File: src/sv/bwf_pkg.sv
package bwf_pkg;

   localparam int MAX_WIDTH_DEF     = 256;
   localparam int MAX_HEIGHT_DEF    = 256;
   localparam int MAX_WINDOW_DEF    = 9;
   localparam int RANGE_ENTRIES     = 256;
   localparam int WEIGHT_W          = 16;
   localparam int PROD_W            = 32;
   localparam int DEN_W             = 40;
   localparam int NUM_W             = 48;
   localparam int QUOT_W            = 8;

   typedef enum logic [1:0] {
      ACT_WRITE_PIXEL   = 2'd0,
      ACT_WRITE_SPATIAL = 2'd1,
      ACT_WRITE_RANGE   = 2'd2,
      ACT_FILTER        = 2'd3
   } action_type;

   typedef enum logic [1:0] {
      REG_WIDTH  = 2'd0,
      REG_HEIGHT = 2'd1,
      REG_RADIUS = 2'd2,
      REG_RANGE  = 2'd3
   } reg_addr_type;

   typedef enum logic [3:0] {
      ST_IDLE,
      ST_CENTRE_ADDR,
      ST_CENTRE_WAIT,
      ST_TAP_ADDR,
      ST_TAP_PIX,
      ST_TAP_RANGE,
      ST_TAP_MUL1,
      ST_TAP_MUL2,
      ST_DIV_START,
      ST_DIV_WAIT,
      ST_DONE
   } state_type;

   typedef struct packed {
      logic [1:0]  action;
      logic [7:0]  pixel_x;
      logic [7:0]  pixel_y;
      logic [7:0]  pixel_value;
      logic [3:0]  weight_row;
      logic [3:0]  weight_col;
      logic [7:0]  range_index;
      logic [15:0] weight_value;
   } req_type;

   typedef struct packed {
      logic [7:0] filtered_value;
      logic [7:0] out_x;
      logic [7:0] out_y;
      logic       zero_weight;
   } rsp_type;

   typedef struct packed {
      logic start;
      logic done;
      logic zero;
   } div_ctl_type;

endpackage

File: src/sv/bwf_divider.sv
module bwf_divider (
   input  logic                             clock,
   input  logic                             reset,
   input  logic                             start,
   input  logic [bwf_pkg::NUM_W-1:0]        numer,
   input  logic [bwf_pkg::DEN_W-1:0]        denom,
   output bwf_pkg::div_ctl_type             status,
   output logic [bwf_pkg::QUOT_W-1:0]       quotient
);

   localparam int STEPS = bwf_pkg::NUM_W;
   localparam int CNT_W = $clog2(STEPS + 1);
   localparam int REM_W = bwf_pkg::DEN_W + 1;

   logic [bwf_pkg::NUM_W-1:0] quo_ff, quo_in;
   logic [REM_W-1:0]          rem_ff, rem_in;
   logic [bwf_pkg::DEN_W-1:0] den_ff, den_in;
   logic [CNT_W-1:0]          cnt_ff, cnt_in;
   logic                      busy_ff, busy_in;
   logic                      done_ff, done_in;
   logic [REM_W-1:0]          trial;
   logic [REM_W-1:0]          shifted;

   always_comb begin
      shifted = {rem_ff[REM_W-2:0], quo_ff[bwf_pkg::NUM_W-1]};
      trial   = shifted - {1'b0, den_ff};
      quo_in  = quo_ff;
      rem_in  = rem_ff;
      den_in  = den_ff;
      cnt_in  = cnt_ff;
      busy_in = busy_ff;
      done_in = 1'b0;
      if (start) begin
         quo_in  = numer;
         rem_in  = '0;
         den_in  = denom;
         cnt_in  = CNT_W'(STEPS);
         busy_in = 1'b1;
      end else if (busy_ff) begin
         if (!trial[REM_W-1]) begin
            rem_in = trial;
            quo_in = {quo_ff[bwf_pkg::NUM_W-2:0], 1'b1};
         end else begin
            rem_in = shifted;
            quo_in = {quo_ff[bwf_pkg::NUM_W-2:0], 1'b0};
         end
         cnt_in = cnt_ff - 1'b1;
         if (cnt_ff == CNT_W'(1)) begin
            busy_in = 1'b0;
            done_in = 1'b1;
         end
      end
   end

   always_ff @(posedge clock) begin
      if (reset) begin
         busy_ff <= 1'b0;
         done_ff <= 1'b0;
         cnt_ff  <= '0;
      end else begin
         busy_ff <= busy_in;
         done_ff <= done_in;
         cnt_ff  <= cnt_in;
      end
      quo_ff <= quo_in;
      rem_ff <= rem_in;
      den_ff <= den_in;
   end

   assign status.start = start;
   assign status.done  = done_ff;
   assign status.zero  = (den_ff == '0);
   assign quotient     = (quo_ff > bwf_pkg::NUM_W'(255)) ? 8'hFF
                                                         : quo_ff[bwf_pkg::QUOT_W-1:0];

endmodule
File: config.mk
export PLATFORM = sky130hd
export DESIGN_NAME = bwf_divider
export DESIGN_NICKNAME = d
export VERILOG_FILES = /design/src/sv/bwf_pkg.sv /design/src/sv/bwf_divider.sv
export SDC_FILE = /design/constraint.sdc
export NUM_CORES = 1
export LEC_CHECK = 0
export ABC_CLOCK_PERIOD_IN_PS = 6200
export BUFFER_PORTS_ARGS = -buffer_cell sky130_fd_sc_hd__buf_2
export CAP_MARGIN = 20
export CORE_UTILIZATION = 33
export CTS_CLUSTER_SIZE = 8
export DETAILED_ROUTE_END_ITERATION = 12
export HOLD_SLACK_MARGIN = 0.05
export SYNTH_ARGS = -nofsm -noshare
export SYNTH_HDL_FRONTEND = slang
export SYNTH_SLANG_ARGS = --single-unit
File: constraint.sdc
create_clock -name clock -period 6.2 [get_ports clock]
set_input_delay 0.31 -clock clock [delete_from_list [all_inputs] [get_ports clock]]
set_output_delay 0.31 -clock clock [all_outputs]
set_load 0.02 [all_outputs]
; ---- Word-level counts from Yosys, hierarchy flattened
; Index checks and enable logic that the tools add are counted.
[op_classes]
n_addsub = 2
n_lt_le_gt_ge = 1
n_eq_ne = 1
mux = 11
bitwise = 1
n_reduce_logical = 4
[op_table]
columns = cell, n
row1 = 2-to-1 mux 48 bit, 2
row2 = > comparator 48 x 8 -> 1 bit (second input constant), 1
row3 = subtractor 41 x 40 -> 41 bit, 1
row4 = zero test 40 bit, 1
row5 = 2-to-1 mux 40 bit, 1
row6 = 2-to-1 mux 6 bit, 2
row7 = 2-to-1 mux 8 bit, 1
row8 = == test 6 x 1 -> 1 bit (second input constant), 1
row9 = subtractor 6 x 1 -> 6 bit (second input constant), 1
row10 = 2-to-1 mux 1 bit, 5
row11 = OR reduction 3 bit, 1
row12 = nonzero test 2 bit, 1
row13 = OR reduction 2 bit, 1
row14 = inverter 1 bit, 1
[word_totals]
reg_bits = 136
in_bits = 91

; ---- Longest topological paths before layout
[logic_depth]
word_depth = 4
depth_mapped = 13

; ---- Worst setup path after synthesis
; Ideal clock, no wire load.
[synth_path]
kind = register to register
startpoint = register quo_ff[47] (netlist name)
endpoint = register rem_ff[10]
setup_ns = 0.137
arrival_ns = 2.965
slack_ns = 3.098
path_stages_with_launch = 14
path_buffers = 1
period_less_slack_ns = 3.102
path_cell_list = edfxtp_1 -> inv_1 -> ha_1 -> fa_1 -> and2b_1 -> o2111ai_2 -> a31o_1 -> o31ai_4 -> a31o_1 -> a41oi_4 -> xnor2_4 -> buf_6 -> mux2i_1 -> a211oi_1
[synth_via]
elab_chain_len = 2
[synth_lines]
columns = element, line
row1 = start: declaration, bwf_divider.sv:15  ; logic [bwf_pkg::NUM_W-1:0] quo_ff, quo_in;
row2 = start signal: assignment, bwf_divider.sv:65  ; quo_ff <= quo_in;
row3 = subtractor 41 x 40 -> 41 bit, bwf_divider.sv:26  ; trial = shifted - {1'b0, den_ff};
row4 = 2-to-1 mux 40 bit, bwf_divider.sv:40  ; if (!trial[REM_W-1]) begin
row5 = end signal: assignment, bwf_divider.sv:66  ; rem_ff <= rem_in;
row6 = end: declaration, bwf_divider.sv:16  ; logic [REM_W-1:0] rem_ff, rem_in;
; No other way between the ends.
; A chain may end at the register's enable or synchronous reset.

; ---- Worst setup path in the final report
[layout_path]
startpoint = register quo_ff[47] (netlist name)
endpoint = register rem_ff[1]
; The elaborated chain is that of the path after synthesis.

==> results.txt <==
Sequential fraction of the synthesis area - 45.2%
Vias in the first global route - 6002
Total wire length - 19300 µm
Tmin final - 3940 ps
Worst Path Arrival - 4290 ps
GRT Total Usage - 16.4%
Max Fclk - 254 MHz
Power Density - 277 nW/µm²
Most common cell after layout, fill and taps aside - buf_2
Pin slew with the least headroom to its limit - 913 ps
Synthesized area per cell - 10.4 µm²
Clock Sink Count - 136
Reg clk slew, reported paths - 60 ps
Layout Cells excl Fill - 1232
Slew HR - 38.9%
Clock root buffer master - clkbuf_16
Worst hold slack - 65.2 ps
Routed Antenna Nets - 0
Placer Congestion - 0.850
Reg2reg end - rem_ff[1]
Crit. End Element - flop
R2r setup slk - 2260 ps
Initial antenna violation count - 5
Top FF cell, synth - edfxtp_1
Drt drc - 0
Leak - 3.82 nW
R2R depth - 13
WHS Path Cells - 1
Leading cell types in the layout, fill and taps excluded - 101 x buf_2, 88 x edfxtp_1, 57 x inv_1, 57 x nor2_1
Total grt overflow - 0
EDFF count, synth - 88
Drt pass-1 iters - 7
Pwr Total - 2.68 mW
Largest net degree at the start of global routing - 75
Final #Nets - 1030
Gates resized, CTS repair - 0
DIE AREA - 24800 µm²
Flops & latches, synth - 136
RSZ-0062 raised after global routing - false
TritonCTS clock tree - yes
Vias per std cell - 5.04
Post-CTS Hold Fix Bufs - 22
DIE HEIGHT - 157 µm
Status - finished clean
End of the worst hold path - den_ff[29]
Max-cap viol count - 0
Core ar. - 23600 µm²
Site row count - 56
CP Max Fanout - 23
Tcrit/Tclk final - 63.5%
Worst skew pair latency - 430 ps
Max VDD drop - 0.000172 V
Port Buffer Count - 101
Worst-case clock skew - 9.85 ps
Layout area overhead - 21.4%
Num CTS Buffers - 17
CTS Buffer Depth - 2
Critical path launch point type - flop
Worst endpoint required time - 6550 ps
HP Class - primary input to flop
Synthesized cell area - 7980 µm²
I/O pin cnt - 102
Async set-reset flop share out of synthesis - 0%
Post-synth net total - 904
Setup violations, final - 0
Synth Instances - 770
H-tree depth - 4
DP Cell Count - 1162
Worst hold start - denom[29]
First-pass GRT wire length - 31200 µm
Critical path class - flop to flop
Initial DRC count - 401
Layout cell share with drive strength beyond 1 - 21.9%
Detailed Place HPWL - 13900 µm
Finished Core Util - 41.0%
Setup bufs post-CTS - 0
RR Startpoint - quo_ff[47]
WL/cell - 15.7 µm
Final slew viol count - 0
Setup TNS - 0 ps
Initial Utilization - 33.8%
Final hold vios - 0
Ys Warns - 0
Via count - 6209
Synth cell types - 60
Chip Width - 157 µm
flip-flops by register name (all words and copies together) (netlist names):
name and cells:
rem_ff 40, cnt_ff 6, quo_ff 48, den_ff 40
busy_ff 1, done_ff 1
cell usage after synthesis, types with 2 or more instances:
master / n / area (µm²)
a2111oi_0: 2 / 17.5
a211oi_1: 35 / 263
a21boi_0: 6 / 45.0
a21o_1: 12 / 90.1
a21oi_1: 48 / 240
a21oi_2: 2 / 17.5
a221oi_1: 2 / 17.5
a311oi_2: 2 / 30.0
a31o_1: 2 / 17.5
a31oi_1: 6 / 37.5
a41oi_1: 5 / 43.8
and2_1: 4 / 25.0
and3_1: 8 / 50.1
and4_1: 2 / 17.5
buf_2: 2 / 10.0
buf_4: 4 / 30.0
buf_6: 3 / 33.8
clkbuf_1: 23 / 86.3
dfxtp_1: 48 / 961
edfxtp_1: 88 / 2640
ha_1: 42 / 526
inv_1: 57 / 214
mux2_2: 48 / 541
mux2i_1: 28 / 280
nand2_1: 43 / 161
nand2b_1: 13 / 81.3
nand3_1: 12 / 60.1
nand3b_1: 2 / 15.0
nand4_1: 10 / 62.6
nor2_1: 57 / 214
nor2b_1: 3 / 18.8
nor3_1: 17 / 85.1
nor4_1: 24 / 150
o211ai_1: 4 / 30.0
o21a_1: 3 / 22.5
o21ai_0: 29 / 145
o21bai_1: 5 / 37.5
o221ai_1: 2 / 17.5
o22ai_1: 4 / 25.0
o31a_1: 2 / 17.5
o31ai_1: 3 / 22.5
xnor2_1: 24 / 210
xor2_1: 17 / 149
report_power, final:
| part | internal (mW) | switching, mW |
|---|---|---|
| Combinational | 0.262 | 0.322 |
| Sequential | 1.06 | 0.0589 |
| Clock | 0.563 | 0.413 |
| Total | 1.89 | 0.794 |
kinds of logic after synthesis:
| family | synth area share (%) |
|---|---|
| XOR/XNOR | 4.85 |
| buffers and inverters | 4.74 |
| multiplexers | 10.4 |
| AO/OA/AOI/OAI | 16.0 |
| flip-flops | 45.2 |
| AND/OR/NAND/NOR | 12.0 |
| adder cells (fa/ha/maj) | 6.84 |
metrics by stage:
step / area, µm² / setup WS (ps)
final: 9680 / 2260
after global routing: 9680 / 1860
after CTS: 9540 / 2230
after detailed placement: 8760 / 2220
after global placement: 8750 / 2350
after floorplan: 7980 / 3100
cell type report:
type | instances | area, µm²
well taps | 319 | 399
flip-flops and latches | 136 | 3600
fillers | 2332 | 13900
diodes | 4 | 10.0
repair buffers | 140 | 893
inverters | 57 | 214
clock inverters | 12 | 86.3
multi-input cells | 544 | 4000
clock buffers | 20 | 479
per-layer routing:
metal	share of wire, %	vias to the layer above	global-route usage (%)
met5	0.041	-	0
met1	48	2906	21.2
met3	7.2	27	6.64
li1	-	3123	-
met2	43	151	24.6
met4	1.8	2	5.22
worst max path at each step:
stage / from / to / slack, ps / cells past startpoint
2_1_floorplan: quo_ff[47] / rem_ff[10] / 3100 / 13
3_3_place_gp: quo_ff[47] / rem_ff[1] / 2350 / 13
3_5_place_dp: quo_ff[47] / rem_ff[1] / 2220 / 13
4_1_cts: quo_ff[47] / rem_ff[1] / 2230 / 13
5_1_grt: quo_ff[47] / rem_ff[0] / 1860 / 12
6_report: quo_ff[47] / rem_ff[1] / 2260 / 13
worst max-delay path: stages, from the launching register on:
cell,delay (ps)
edfxtp_1,360
inv_1,70
ha_1,220
fa_1,390
and2b_1,250
o2111ai_2,140
a31o_1,290
o31ai_4,280
a31o_1,250
a41oi_4,190
xnor2_4,470
buf_4,470
mux2_1,370
o22ai_1,110
Power figures use the tool's default switching activity.
